**src/design/gia_pkg.sv**
```systemverilog
// ----------------------------------------------------------------------------
// gia_pkg: shared definitions for grid item auto-placement
// Field widths, line kind codes, controller states and the command and
// status bundles between the controller and the datapath.
// ----------------------------------------------------------------------------
package gia_pkg;

	localparam int MAX_ROWS_DEF    = 64;
	localparam int MAX_COLUMNS_DEF = 16;

	localparam int CFG_W   = 5;
	localparam int KIND_W  = 2;
	localparam int VAL_W   = 8;
	localparam int ROW_OW  = 6;
	localparam int COL_OW  = 4;
	localparam int SPAN_OW = 5;
	localparam int CELL_OW = 11;

	typedef enum logic [KIND_W-1:0] {
		KIND_AUTO = 2'd0,
		KIND_LINE = 2'd1,
		KIND_SPAN = 2'd2
	} gia_kind_t;

	typedef enum logic [2:0] {
		ST_IDLE,
		ST_RESOLVE,
		ST_DIV,
		ST_READ,
		ST_CHECK,
		ST_WRITE,
		ST_END,
		ST_OUT
	} gia_state_t;

	typedef struct packed {
		logic load;
		logic resolve;
		logic div_step;
		logic rd_en;
		logic check;
		logic write;
		logic finish;
		logic load_out;
	} gia_cmd_t;

	typedef struct packed {
		logic has_start;
		logic cur_over;
		logic div_last;
		logic found;
		logic last_row;
		logic out_free;
	} gia_status_t;

endpackage

```
**src/design/gia_item_if.sv**
```systemverilog
// ----------------------------------------------------------------------------
// gia_item_if: input channel of the grid placement block
// One word describes the start and end line of one grid item.
// ----------------------------------------------------------------------------
interface gia_item_if import gia_pkg::*; ();

	logic                    valid;
	logic                    ready;
	logic                    first_item;
	logic [KIND_W-1:0]       start_kind;
	logic signed [VAL_W-1:0] start_value;
	logic [KIND_W-1:0]       end_kind;
	logic signed [VAL_W-1:0] end_value;

	modport source (
		output valid, first_item, start_kind, start_value, end_kind, end_value,
		input  ready
	);

	modport sink (
		input  valid, first_item, start_kind, start_value, end_kind, end_value,
		output ready
	);

endinterface

```
**src/design/gia_result_if.sv**
```systemverilog
// ----------------------------------------------------------------------------
// gia_result_if: result channel of the grid placement block
// One word carries the placed row, column, span, cell count and overflow.
// ----------------------------------------------------------------------------
interface gia_result_if import gia_pkg::*; ();

	logic               valid;
	logic               ready;
	logic [ROW_OW-1:0]  row;
	logic [COL_OW-1:0]  column;
	logic [SPAN_OW-1:0] span;
	logic [CELL_OW-1:0] cells_used;
	logic               overflow;

	modport source (
		output valid, row, column, span, cells_used, overflow,
		input  ready
	);

	modport sink (
		input  valid, row, column, span, cells_used, overflow,
		output ready
	);

endinterface

```
**src/design/gia_ram.sv**
```systemverilog
// ----------------------------------------------------------------------------
// gia_ram: generic single-port-write, single-port-read memory
// One write and one registered read per cycle; read data holds when idle.
// ----------------------------------------------------------------------------
module gia_ram import gia_pkg::*; #(
	parameter int WIDTH = MAX_COLUMNS_DEF,
	parameter int DEPTH = MAX_ROWS_DEF
) (
	input  logic                                  clk,
	input  logic                                  we,
	input  logic [(DEPTH > 1 ? $clog2(DEPTH) : 1)-1:0] waddr,
	input  logic [WIDTH-1:0]                      wdata,
	input  logic                                  re,
	input  logic [(DEPTH > 1 ? $clog2(DEPTH) : 1)-1:0] raddr,
	output logic [WIDTH-1:0]                      rdata
);

	logic [WIDTH-1:0] mem_q [DEPTH];
	logic [WIDTH-1:0] rdata_q;

	always_ff @(posedge clk) begin
		if (we) begin
			mem_q[waddr] <= wdata;
		end
		if (re) begin
			rdata_q <= mem_q[raddr];
		end
	end

	assign rdata = rdata_q;

endmodule

```
**src/design/gia_ctrl.sv**
```systemverilog
// ----------------------------------------------------------------------------
// gia_ctrl: sequencer for grid item placement
// Steps one item through resolve, cursor division, row search, update and
// result hand-off.
// ----------------------------------------------------------------------------
module gia_ctrl import gia_pkg::*; (
	input  logic        clk,
	input  logic        arst_n,
	input  logic        item_valid,
	output logic        item_ready,
	input  gia_status_t status,
	output gia_cmd_t    cmd
);

	gia_state_t state_q;
	gia_state_t state_n;

	always_ff @(posedge clk or negedge arst_n) begin
		if (!arst_n) begin
			state_q <= ST_IDLE;
		end else begin
			state_q <= state_n;
		end
	end

	always_comb begin
		state_n    = state_q;
		cmd        = '0;
		item_ready = 1'b0;
		case (state_q)
			ST_IDLE: begin
				item_ready = 1'b1;
				if (item_valid) begin
					cmd.load = 1'b1;
					state_n  = ST_RESOLVE;
				end
			end
			ST_RESOLVE: begin
				cmd.resolve = 1'b1;
				if (status.has_start) begin
					state_n = ST_READ;
				end else if (status.cur_over) begin
					state_n = ST_OUT;
				end else begin
					state_n = ST_DIV;
				end
			end
			ST_DIV: begin
				cmd.div_step = 1'b1;
				if (status.div_last) begin
					state_n = ST_READ;
				end
			end
			ST_READ: begin
				cmd.rd_en = 1'b1;
				state_n   = ST_CHECK;
			end
			ST_CHECK: begin
				cmd.check = 1'b1;
				if (status.found) begin
					state_n = ST_WRITE;
				end else if (status.last_row) begin
					state_n = ST_OUT;
				end else begin
					state_n = ST_READ;
				end
			end
			ST_WRITE: begin
				cmd.write = 1'b1;
				state_n   = ST_END;
			end
			ST_END: begin
				cmd.finish = 1'b1;
				state_n    = ST_OUT;
			end
			ST_OUT: begin
				if (status.out_free) begin
					cmd.load_out = 1'b1;
					state_n      = ST_IDLE;
				end
			end
			default: begin
				state_n = ST_IDLE;
			end
		endcase
	end

endmodule

```
**src/design/gia_dp.sv**
```systemverilog
// ----------------------------------------------------------------------------
// gia_dp: datapath for grid item placement
// Line resolution, cursor divider, occupancy memory with row valid bits,
// free-run search within one row, placement update and the result register.
// ----------------------------------------------------------------------------
module gia_dp import gia_pkg::*; #(
	parameter int MAX_ROWS    = MAX_ROWS_DEF,
	parameter int MAX_COLUMNS = MAX_COLUMNS_DEF
) (
	input  logic                    clk,
	input  logic                    arst_n,
	input  logic                    cfg_wr_en,
	input  logic [CFG_W-1:0]        cfg_wr_data,
	input  logic                    first_item,
	input  logic [KIND_W-1:0]       start_kind,
	input  logic signed [VAL_W-1:0] start_value,
	input  logic [KIND_W-1:0]       end_kind,
	input  logic signed [VAL_W-1:0] end_value,
	input  logic                    res_ready,
	output logic                    res_valid,
	output logic [ROW_OW-1:0]       res_row,
	output logic [COL_OW-1:0]       res_column,
	output logic [SPAN_OW-1:0]      res_span,
	output logic [CELL_OW-1:0]      res_cells_used,
	output logic                    res_overflow,
	input  gia_cmd_t                cmd,
	output gia_status_t             status
);

	localparam int COL_W  = $clog2(MAX_COLUMNS + 1);
	localparam int CIW    = (MAX_COLUMNS > 1) ? $clog2(MAX_COLUMNS) : 1;
	localparam int RW     = $clog2(MAX_ROWS + 1);
	localparam int AW     = $clog2(MAX_ROWS);
	localparam int KW     = $clog2(RW);
	localparam int CELL_W = $clog2(MAX_ROWS * MAX_COLUMNS + 1);
	localparam int DW     = CELL_W + RW;
	localparam int SW     = COL_W + 9;
	localparam int MW1    = MAX_COLUMNS + 1;
	localparam int CW1    = COL_W + 1;

	localparam logic signed [SW-1:0] ONE_S  = 1;
	localparam logic signed [SW-1:0] ZERO_S = 0;

	logic [CFG_W-1:0]        colcnt_q;
	logic [COL_W-1:0]        cols;
	logic [KIND_W-1:0]       sk_q;
	logic [KIND_W-1:0]       ek_q;
	logic signed [VAL_W-1:0] sv_q;
	logic signed [VAL_W-1:0] ev_q;

	logic [MAX_ROWS-1:0] vld_q;
	logic [CELL_W-1:0]   cursor_q;
	logic [CELL_W-1:0]   hm_q;
	logic [CELL_W-1:0]   rem_q;
	logic [CELL_W-1:0]   rem_n;
	logic [CELL_W-1:0]   prod_q;
	logic [CELL_W-1:0]   end_c;
	logic [CELL_W-1:0]   lim_c;
	logic [RW-1:0]       quo_q;
	logic [RW-1:0]       quo_n;
	logic [RW-1:0]       row_q;
	logic [KW-1:0]       k_q;
	logic [DW-1:0]       dsub;

	logic [CIW-1:0]   start_q;
	logic [CIW-1:0]   col_q;
	logic [CIW-1:0]   pos;
	logic [COL_W-1:0] span_q;
	logic             auto_q;
	logic             ok_q;

	logic             has_start;
	logic [COL_W-1:0] start_c;
	logic [COL_W-1:0] span_c;

	logic [MAX_COLUMNS-1:0] ram_rdata;
	logic [MAX_COLUMNS-1:0] word;
	logic [MAX_COLUMNS-1:0] base;
	logic [MAX_COLUMNS-1:0] fit;
	logic [MAX_COLUMNS-1:0] wr_word;
	logic                   found;

	logic                   out_valid_q;
	logic [ROW_OW-1:0]      out_row_q;
	logic [COL_OW-1:0]      out_col_q;
	logic [SPAN_OW-1:0]     out_span_q;
	logic [CELL_OW-1:0]     out_cells_q;
	logic                   out_ovf_q;
	logic [RW-1:0]          row_sel;
	logic [CIW-1:0]         col_sel;

	// The column count register is clamped into 1..MAX_COLUMNS on use.
	always_comb begin
		if (colcnt_q == '0) begin
			cols = COL_W'(1);
		end else if (32'(colcnt_q) > MAX_COLUMNS) begin
			cols = COL_W'(MAX_COLUMNS);
		end else begin
			cols = COL_W'(colcnt_q);
		end
	end

	always_comb begin : resolve
		logic signed [SW-1:0] cols_s;
		logic signed [SW-1:0] sv_s;
		logic signed [SW-1:0] ev_s;
		logic signed [SW-1:0] raw_s;
		logic signed [SW-1:0] si_s;
		logic signed [SW-1:0] ei_s;
		logic                 hs;
		logic                 he;
		logic [COL_W-1:0]     s_c;
		logic [COL_W-1:0]     e_c;
		logic [COL_W-1:0]     cm1;
		cols_s = signed'(SW'(cols));
		sv_s   = SW'(sv_q);
		ev_s   = SW'(ev_q);
		raw_s  = ONE_S;
		if (sk_q == KIND_SPAN) begin
			raw_s = sv_s;
		end
		if (ek_q == KIND_SPAN) begin
			raw_s = ev_s;
		end
		if (raw_s < ZERO_S || raw_s > cols_s) begin
			span_c = cols;
		end else if (raw_s == ZERO_S) begin
			span_c = COL_W'(1);
		end else begin
			span_c = COL_W'(raw_s);
		end

		si_s = (sv_s > ZERO_S) ? sv_s - ONE_S : cols_s + ONE_S + sv_s;
		ei_s = (ev_s > ZERO_S) ? ev_s - ONE_S : cols_s + ONE_S + ev_s;
		hs   = (sk_q == KIND_LINE) && (si_s >= ZERO_S) && (si_s <= cols_s);
		he   = (ek_q == KIND_LINE) && (ei_s >= ZERO_S) && (ei_s <= cols_s);
		s_c  = COL_W'(si_s);
		e_c  = COL_W'(ei_s);
		cm1  = cols - COL_W'(1);

		has_start = 1'b0;
		start_c   = '0;
		if (hs && he && (e_c > s_c)) begin
			has_start = 1'b1;
			start_c   = (s_c < cm1) ? s_c : cm1;
			span_c    = e_c - s_c;
			if (span_c > cols - start_c) begin
				span_c = cols - start_c;
			end
		end else if (hs) begin
			has_start = 1'b1;
			start_c   = (s_c < cm1) ? s_c : cm1;
			if (span_c > cols - start_c) begin
				span_c = cols - start_c;
			end
		end else if (he) begin
			has_start = 1'b1;
			start_c   = (e_c >= span_c) ? e_c - span_c : '0;
			if (start_c > cols - span_c) begin
				start_c = cols - span_c;
			end
		end
	end

	// Restoring division of the cursor by the column count, one quotient bit
	// per cycle, most significant first.
	always_comb begin
		dsub  = DW'(cols) << k_q;
		rem_n = rem_q;
		quo_n = quo_q;
		if (DW'(rem_q) >= dsub) begin
			rem_n = rem_q - CELL_W'(dsub);
			quo_n = quo_q | (RW'(1) << k_q);
		end
	end

	assign lim_c = CELL_W'(cols) * CELL_W'(MAX_ROWS);

	always_comb begin : row_search
		logic [MW1-1:0] full;
		full = MW1'(1) << span_q;
		base = MAX_COLUMNS'(full - MW1'(1));
		word = vld_q[row_q[AW-1:0]] ? ram_rdata : '0;
		for (int c = 0; c < MAX_COLUMNS; c++) begin
			fit[c] = (CW1'(c) + CW1'(span_q) <= CW1'(cols))
				&& (auto_q ? (CIW'(c) >= col_q) : (CIW'(c) == start_q))
				&& ((word & (base << c)) == '0);
		end
		found = |fit;
		pos   = '0;
		for (int c = MAX_COLUMNS - 1; c >= 0; c--) begin
			if (fit[c]) begin
				pos = CIW'(c);
			end
		end
		wr_word = word | (base << col_q);
	end

	assign end_c = prod_q + CELL_W'(col_q) + CELL_W'(span_q);

	gia_ram #(
		.WIDTH (MAX_COLUMNS),
		.DEPTH (MAX_ROWS)
	) u_occ (
		.clk   (clk),
		.we    (cmd.write),
		.waddr (row_q[AW-1:0]),
		.wdata (wr_word),
		.re    (cmd.rd_en),
		.raddr (row_q[AW-1:0]),
		.rdata (ram_rdata)
	);

	always_ff @(posedge clk or negedge arst_n) begin
		if (!arst_n) begin
			colcnt_q    <= CFG_W'(1);
			vld_q       <= '0;
			cursor_q    <= '0;
			hm_q        <= '0;
			out_valid_q <= 1'b0;
		end else begin
			if (cfg_wr_en) begin
				colcnt_q <= cfg_wr_data;
			end
			if (cmd.load && first_item) begin
				vld_q    <= '0;
				cursor_q <= '0;
				hm_q     <= '0;
			end
			if (cmd.write) begin
				vld_q[row_q[AW-1:0]] <= 1'b1;
			end
			if (cmd.finish) begin
				if (end_c > hm_q) begin
					hm_q <= end_c;
				end
				if (auto_q) begin
					cursor_q <= end_c;
				end
			end
			if (cmd.load_out) begin
				out_valid_q <= 1'b1;
			end else if (res_ready) begin
				out_valid_q <= 1'b0;
			end
		end
	end

	assign row_sel = ok_q ? row_q : '0;
	assign col_sel = ok_q ? col_q : '0;

	always_ff @(posedge clk) begin
		if (cmd.load) begin
			sk_q <= start_kind;
			sv_q <= start_value;
			ek_q <= end_kind;
			ev_q <= end_value;
		end
		if (cmd.resolve) begin
			start_q <= CIW'(start_c);
			span_q  <= span_c;
			auto_q  <= !has_start;
			ok_q    <= 1'b0;
			row_q   <= '0;
			col_q   <= '0;
			rem_q   <= cursor_q;
			quo_q   <= '0;
			k_q     <= KW'(RW - 1);
		end
		if (cmd.div_step) begin
			rem_q <= rem_n;
			quo_q <= quo_n;
			k_q   <= k_q - KW'(1);
			if (k_q == '0) begin
				row_q <= quo_n;
				col_q <= CIW'(rem_n);
			end
		end
		if (cmd.check) begin
			if (found) begin
				ok_q  <= 1'b1;
				col_q <= pos;
			end else begin
				row_q <= row_q + RW'(1);
				col_q <= '0;
			end
		end
		if (cmd.write) begin
			prod_q <= CELL_W'(row_q) * CELL_W'(cols);
		end
		if (cmd.load_out) begin
			out_row_q   <= ROW_OW'(row_sel);
			out_col_q   <= COL_OW'(col_sel);
			out_span_q  <= SPAN_OW'(span_q);
			out_cells_q <= CELL_OW'(hm_q);
			out_ovf_q   <= !ok_q;
		end
	end

	assign status.has_start = has_start;
	assign status.cur_over  = (cursor_q >= lim_c);
	assign status.div_last  = (k_q == '0);
	assign status.found     = found;
	assign status.last_row  = (row_q == RW'(MAX_ROWS - 1));
	assign status.out_free  = !out_valid_q || res_ready;

	assign res_valid      = out_valid_q;
	assign res_row        = out_row_q;
	assign res_column     = out_col_q;
	assign res_span       = out_span_q;
	assign res_cells_used = out_cells_q;
	assign res_overflow   = out_ovf_q;

endmodule

```
**src/design/grid_item_auto_placement.sv**
```systemverilog
// ----------------------------------------------------------------------------
// grid_item_auto_placement: places grid items into a column grid
// Each word on the item channel gives an item's start and end line as auto,
// a line index or a span; the block resolves them to a start column and a
// span, finds the first free run in the occupancy memory, marks it used and
// returns one word on the result channel with row, column, span, the highest
// used cell count and an overflow flag. first_item clears the grid first.
// The column count register may be written only while the block is idle.
// An item with a resolved start passes through resolve, then one memory read
// and one check per row read, then the update and the result hand-off; an auto
// item adds a bit-serial cursor division of clog2(MAX_ROWS+1) quotient bits, 7
// at 64 rows. One item is in work at a time: the next item is taken the cycle
// after the result enters the output register.
// Reset clears occupancy valid bits, cursor and cell count and sets the
// column count to 1; no clearing pass is needed. A stalled result holds in
// the output register while the next item is worked; its result waits to enter.
// ----------------------------------------------------------------------------
module grid_item_auto_placement import gia_pkg::*; #(
	parameter int MAX_ROWS    = MAX_ROWS_DEF,
	parameter int MAX_COLUMNS = MAX_COLUMNS_DEF
) (
	input  logic             clk,
	input  logic             arst_n,
	input  logic             cfg_wr_en,
	input  logic [CFG_W-1:0] cfg_wr_data,
	gia_item_if.sink         item,
	gia_result_if.source     result
);

	gia_cmd_t    cmd;
	gia_status_t status;

	gia_ctrl u_ctrl (
		.clk        (clk),
		.arst_n     (arst_n),
		.item_valid (item.valid),
		.item_ready (item.ready),
		.status     (status),
		.cmd        (cmd)
	);

	gia_dp #(
		.MAX_ROWS    (MAX_ROWS),
		.MAX_COLUMNS (MAX_COLUMNS)
	) u_dp (
		.clk            (clk),
		.arst_n         (arst_n),
		.cfg_wr_en      (cfg_wr_en),
		.cfg_wr_data    (cfg_wr_data),
		.first_item     (item.first_item),
		.start_kind     (item.start_kind),
		.start_value    (item.start_value),
		.end_kind       (item.end_kind),
		.end_value      (item.end_value),
		.res_ready      (result.ready),
		.res_valid      (result.valid),
		.res_row        (result.row),
		.res_column     (result.column),
		.res_span       (result.span),
		.res_cells_used (result.cells_used),
		.res_overflow   (result.overflow),
		.cmd            (cmd),
		.status         (status)
	);

endmodule

```
**src/flat_wrapper.sv**
```systemverilog
// flat-port wrapper written by rule: the top's interface ports become plain ports
module grid_item_auto_placement_flat import gia_pkg::*;
#(
	parameter int MAX_ROWS    = MAX_ROWS_DEF,
	parameter int MAX_COLUMNS = MAX_COLUMNS_DEF
)
  (clk, arst_n, cfg_wr_en, cfg_wr_data, item_valid, item_first_item, item_start_kind, item_start_value, item_end_kind, item_end_value, item_ready, result_valid, result_row, result_column, result_span, result_cells_used, result_overflow, result_ready);
  gia_item_if item_i ();
  gia_result_if result_i ();
  input  logic clk;
  input  logic arst_n;
  input  logic cfg_wr_en;
  input  logic [CFG_W-1:0] cfg_wr_data;
  input wire logic [$bits(item_i.valid)-1:0] item_valid;
  input wire logic [$bits(item_i.first_item)-1:0] item_first_item;
  input wire logic [$bits(item_i.start_kind)-1:0] item_start_kind;
  input wire logic [$bits(item_i.start_value)-1:0] item_start_value;
  input wire logic [$bits(item_i.end_kind)-1:0] item_end_kind;
  input wire logic [$bits(item_i.end_value)-1:0] item_end_value;
  output wire logic [$bits(item_i.ready)-1:0] item_ready;
  output wire logic [$bits(result_i.valid)-1:0] result_valid;
  output wire logic [$bits(result_i.row)-1:0] result_row;
  output wire logic [$bits(result_i.column)-1:0] result_column;
  output wire logic [$bits(result_i.span)-1:0] result_span;
  output wire logic [$bits(result_i.cells_used)-1:0] result_cells_used;
  output wire logic [$bits(result_i.overflow)-1:0] result_overflow;
  input wire logic [$bits(result_i.ready)-1:0] result_ready;
  assign item_i.valid = item_valid;
  assign item_i.first_item = item_first_item;
  assign item_i.start_kind = item_start_kind;
  assign item_i.start_value = item_start_value;
  assign item_i.end_kind = item_end_kind;
  assign item_i.end_value = item_end_value;
  assign item_ready = item_i.ready;
  assign result_valid = result_i.valid;
  assign result_row = result_i.row;
  assign result_column = result_i.column;
  assign result_span = result_i.span;
  assign result_cells_used = result_i.cells_used;
  assign result_overflow = result_i.overflow;
  assign result_i.ready = result_ready;
  grid_item_auto_placement #(.MAX_ROWS(MAX_ROWS), .MAX_COLUMNS(MAX_COLUMNS)) u_core (.clk(clk), .arst_n(arst_n), .cfg_wr_en(cfg_wr_en), .cfg_wr_data(cfg_wr_data), .item(item_i), .result(result_i));
endmodule
```
**config.mk**
```make
export PLATFORM = sky130hd
export DESIGN_NAME = grid_item_auto_placement_flat
export DESIGN_NICKNAME = d
export VERILOG_FILES = /design/src/design/gia_pkg.sv /design/src/design/gia_item_if.sv /design/src/design/gia_result_if.sv /design/src/design/gia_ram.sv /design/src/design/gia_ctrl.sv /design/src/design/gia_dp.sv /design/src/design/grid_item_auto_placement.sv /design/src/flat_wrapper.sv
export SDC_FILE = /design/constraint.sdc
export NUM_CORES = 2
export LEC_CHECK = 0
export ABC_CLOCK_PERIOD_IN_PS = 10560
export BUFFER_PORTS_ARGS = -buffer_cell sky130_fd_sc_hd__buf_2
export CAP_MARGIN = 20
export CORE_UTILIZATION = 45
export CTS_CLUSTER_DIAMETER = 100
export DETAILED_ROUTE_END_ITERATION = 12
export PLACE_DENSITY_LB_ADDON = 0.1
export SYNTH_ARGS = -nofsm -noshare
export SYNTH_HDL_FRONTEND = slang
export SYNTH_HIERARCHICAL = 1
export SYNTH_SLANG_ARGS = --single-unit
```
**constraint.sdc**
```tcl
create_clock -name clk -period 10.56 [get_ports clk]
set_input_delay 2.112 -clock clk [delete_from_list [all_inputs] [get_ports clk]]
set_output_delay 2.112 -clock clk [all_outputs]
set_load 0.01 [all_outputs]
```
==> key figures <==
Status
  • Outcome: finished clean

Finish
  • Final net count: 4204
  • Final core occ: 0.508
  • Area Overhead vs Synth: 11.7%
  • Layout cells sized above 1: 0.184

Detailed routing
  • Met1 wire length: 69700 um
  • Post-DR wirelength/cell: 26.7 um
  • Top Metal Used: met5
  • First DRT Iteration DRCs: 3439
  • WL met2: 73300 um
  • Final wirelength: 155000 um
  • First-pass iteration count of the detailed router: 6
  • Via count: 34500
  • DRT antenna net count: 0
  • DRC Markers: 0
  • Vias per cell: 5.95
  • Met3 wire len: 9180 um

Synthesis
  • Synthesized area: 58200 um2
  • Synth area leaders: edfxtp_1 (58%), mux4_2 (9.0%), dfrtp_1 (4.0%)
  • EDFF count, synth: 1129
  • Synth Warn #: 6
  • Synth top cells by count: edfxtp_1 (1129), nand2_1 (258), mux4_2 (234), nor2_1 (192), ha_1 (176)
  • Syn avg cell area: 15.1 um2
  • Count leader, synth: edfxtp_1
  • Area leader, netlist: edfxtp_1
  • Main synth FF type: edfxtp_1
  • Post-Syn Instances: 3857
  • Synth top area share: 0.582
  • Part of the Yosys area used for sequential elements: 0.627
  • Seq cells post-synth: 1236
  • Post-synth ARST share: 0.0769
  • Post-synthesis net count: 4091
  • Yosys cell types: 112

Placed design
  • PortBufs: 59
  • Global placement routability congestion: 0.880
  • DP HPWL: 98900 um

Timing
  • Fin crit share: 0.732
  • Slew margin rel.: 0.269
  • TNS Setup: 0 ns
  • Max-slew violations: 0
  • Final setup fails: 0
  • Worst-Margin Slew: 1.09 ns
  • RSZ-0062 raised after global routing: no
  • Fin. Hold Viols: 0
  • Period minus WS final: 7.74 ns
  • Peak Freq: 129 MHz
  • Fin Clk Skew: 0.0366 ns

Global route
  • Total GRT Usage: 0.239
  • Total gr overflow: 0
  • Largest net degree at the start of global routing: 116
  • Antenna violations before repair: 5
  • Vias in the first global route: 34300
  • First-pass GRT wire length: 230000 um

Die
  • Initial core utilization: 0.455
  • Core Rows: 131
  • Die height: 362 um
  • Die X: 362 um
  • Core footprint: 128000 um2
  • Die Footprint: 131000 um2
  • I/O pin total: 60

CTS
  • Clk sinks: 1236
  • Post CTS Setup Buffer Count: 0
  • CTS tree: done
  • TritonCTS Buffers: 136
  • Htree depth: 4
  • Cts hold-fix bufs: 0
  • Post-CTS sizing: 0
  • Worst-path clk slew: 0.06 ns
  • Clk root buf: clkbuf_16
  • Clock Latency Late Sink: 0.78 ns
  • Worst-case clock buffer depth: 3

Run
  • Max-cap violations: 0

Pwr
  • PD cells: 283 nW/um2
  • Leakage Power: 22.0 nW
  • Worst VDD drop: 0.000243 V

Setup path
  • Crit start category: register
  • WS Path Type: register to register
  • Crit path max-delay cell type: dfrtp_1
  • CP required: 11.21 ns
  • Crit path largest cell delay: 0.84 ns
  • Worst setup EP type: register
  • Arr. time, crit path: 8.38 ns
  • Critical Path Fanout Max: 23

Min path
  • Hold crit path type: register to register
[final timing paths]
kind | start | end | slack (ns) | cells after the start
max | u_core/u_dp/colcnt_q[4]$_DFFE_PN0P_ | u_core/u_dp/start_q[0]$_DFFE_PP_ | 2.82 | 28
min | u_core/u_dp/hm_q[6]$_DFF_PN0_ | u_core/u_dp/res_cells_used[6]$_DFFE_PP_ | 0.45 | 0
max reg2reg | u_core/u_dp/colcnt_q[4]$_DFFE_PN0P_ | u_core/u_dp/start_q[0]$_DFFE_PP_ | 2.82 | 28
min reg2reg | u_core/u_dp/hm_q[6]$_DFF_PN0_ | u_core/u_dp/res_cells_used[6]$_DFFE_PP_ | 0.45 | 0
max in group asynchronous | arst_n | u_core/u_dp/cursor_q[7]$_DFF_PN0_ | 8.06 | 2
min in group asynchronous | arst_n | u_core/u_dp/vld_q[54]$_DFF_PN0_ | 1.37 | 1
[logic make-up (layout without fill, tap and decap cells)]
logic type,Yosys count,after routing,synth area share
other,0,2,0
AND/OR/NAND/NOR,816,816,0.0694
XOR/XNOR,87,87,0.0134
buffers and inverters,377,598,0.0314
multiplexers,405,405,0.122
AO/OA/AOI/OAI,725,725,0.0883
adder cells (fa/ha/maj),211,211,0.0485
flip-flops,1236,1236,0.627
[per-stage QoR]
stage / instances / hold slack [ns] / power (mW) / instance area (um2) / worst slack (ns)
floorplan: 3857 / 0.443 / 11.5 / 58200 / 2.89
global placement: 5556 / 0.457 / 13.9 / 60700 / 2.99
detailed placement: 5558 / 0.460 / 13.9 / 60700 / 2.84
CTS: 5804 / 0.446 / 18.5 / 65000 / 2.78
global route: 5809 / 0.458 / 19.3 / 65000 / 1.87
finish: 5809 / 0.453 / 18.4 / 65000 / 2.82
[power by group]
part	switching (mW)	internal [mW]	leakage (nW)	total, mW
combinational	4.41	2.13	8.54	6.55
sequential	0.341	6.89	11.4	7.23
clock	1.98	2.63	2.10	4.61
total	6.73	11.7	22.0	18.4
[worst max-delay path, delay by kind of cell (launching register included)]
family	cells	cell delay [ns]
AOI/OAI and AO/OA	13	3.03
adders and majority gates	5	1.75
muxes	1	0.41
buffers and inverters	3	0.92
and+or+nand+nor	6	0.65
DFF	1	0.84
[cell type report]
cell class | instances | area, um2
clock buffer | 178 | 3630
fill | 10800 | 63000
inverter | 153 | 574
antenna | 2 | 5.00
timing repair buffer | 199 | 1360
sequential | 1236 | 36500
multi-input combinational | 2244 | 20100
clock inverter | 68 | 719
tap | 1729 | 2160
[layout by cell type, fill, tap and decap left out, types with 32 or more instances in the layout]
cell       instances
edfxtp_1        1129
nand2_1          256
mux4_2           234
nor2_1           187
ha_1             176
inv_1            143
clkbuf_16        137
buf_4            136
a21oi_1          130
o21ai_0          124
mux2i_1          123
dfrtp_1           94
nor2b_1           73
xnor2_1           65
a22oi_1           64
buf_2             60
nand3_1           60
a22o_1            44
mux2_2            44
clkbuf_1          36
a21o_1            34
nand2b_1          32
[per-layer routing]
metal	global-route usage	vias up
met5	0	-
met2	0.378	1020
met3	0.0379	190
li1	-	15400
met4	0.0617	4
met1	0.345	17900
[state kept, by name, indices dropped and copies added, names as in the netlist, 11 cells and up]
signal,count
u_core/u_dp/rem_q,11
u_core/u_dp/u_occ/mem_q,1024
u_core/u_dp/vld_q,64
u_core/u_dp/u_occ/rdata,16
u_core/u_dp/cursor_q,11
u_core/u_dp/prod_q,11
u_core/u_dp/hm_q,11
u_core/u_dp/res_cells_used,11
No activity file was read; power rests on OpenSTA's default activity.
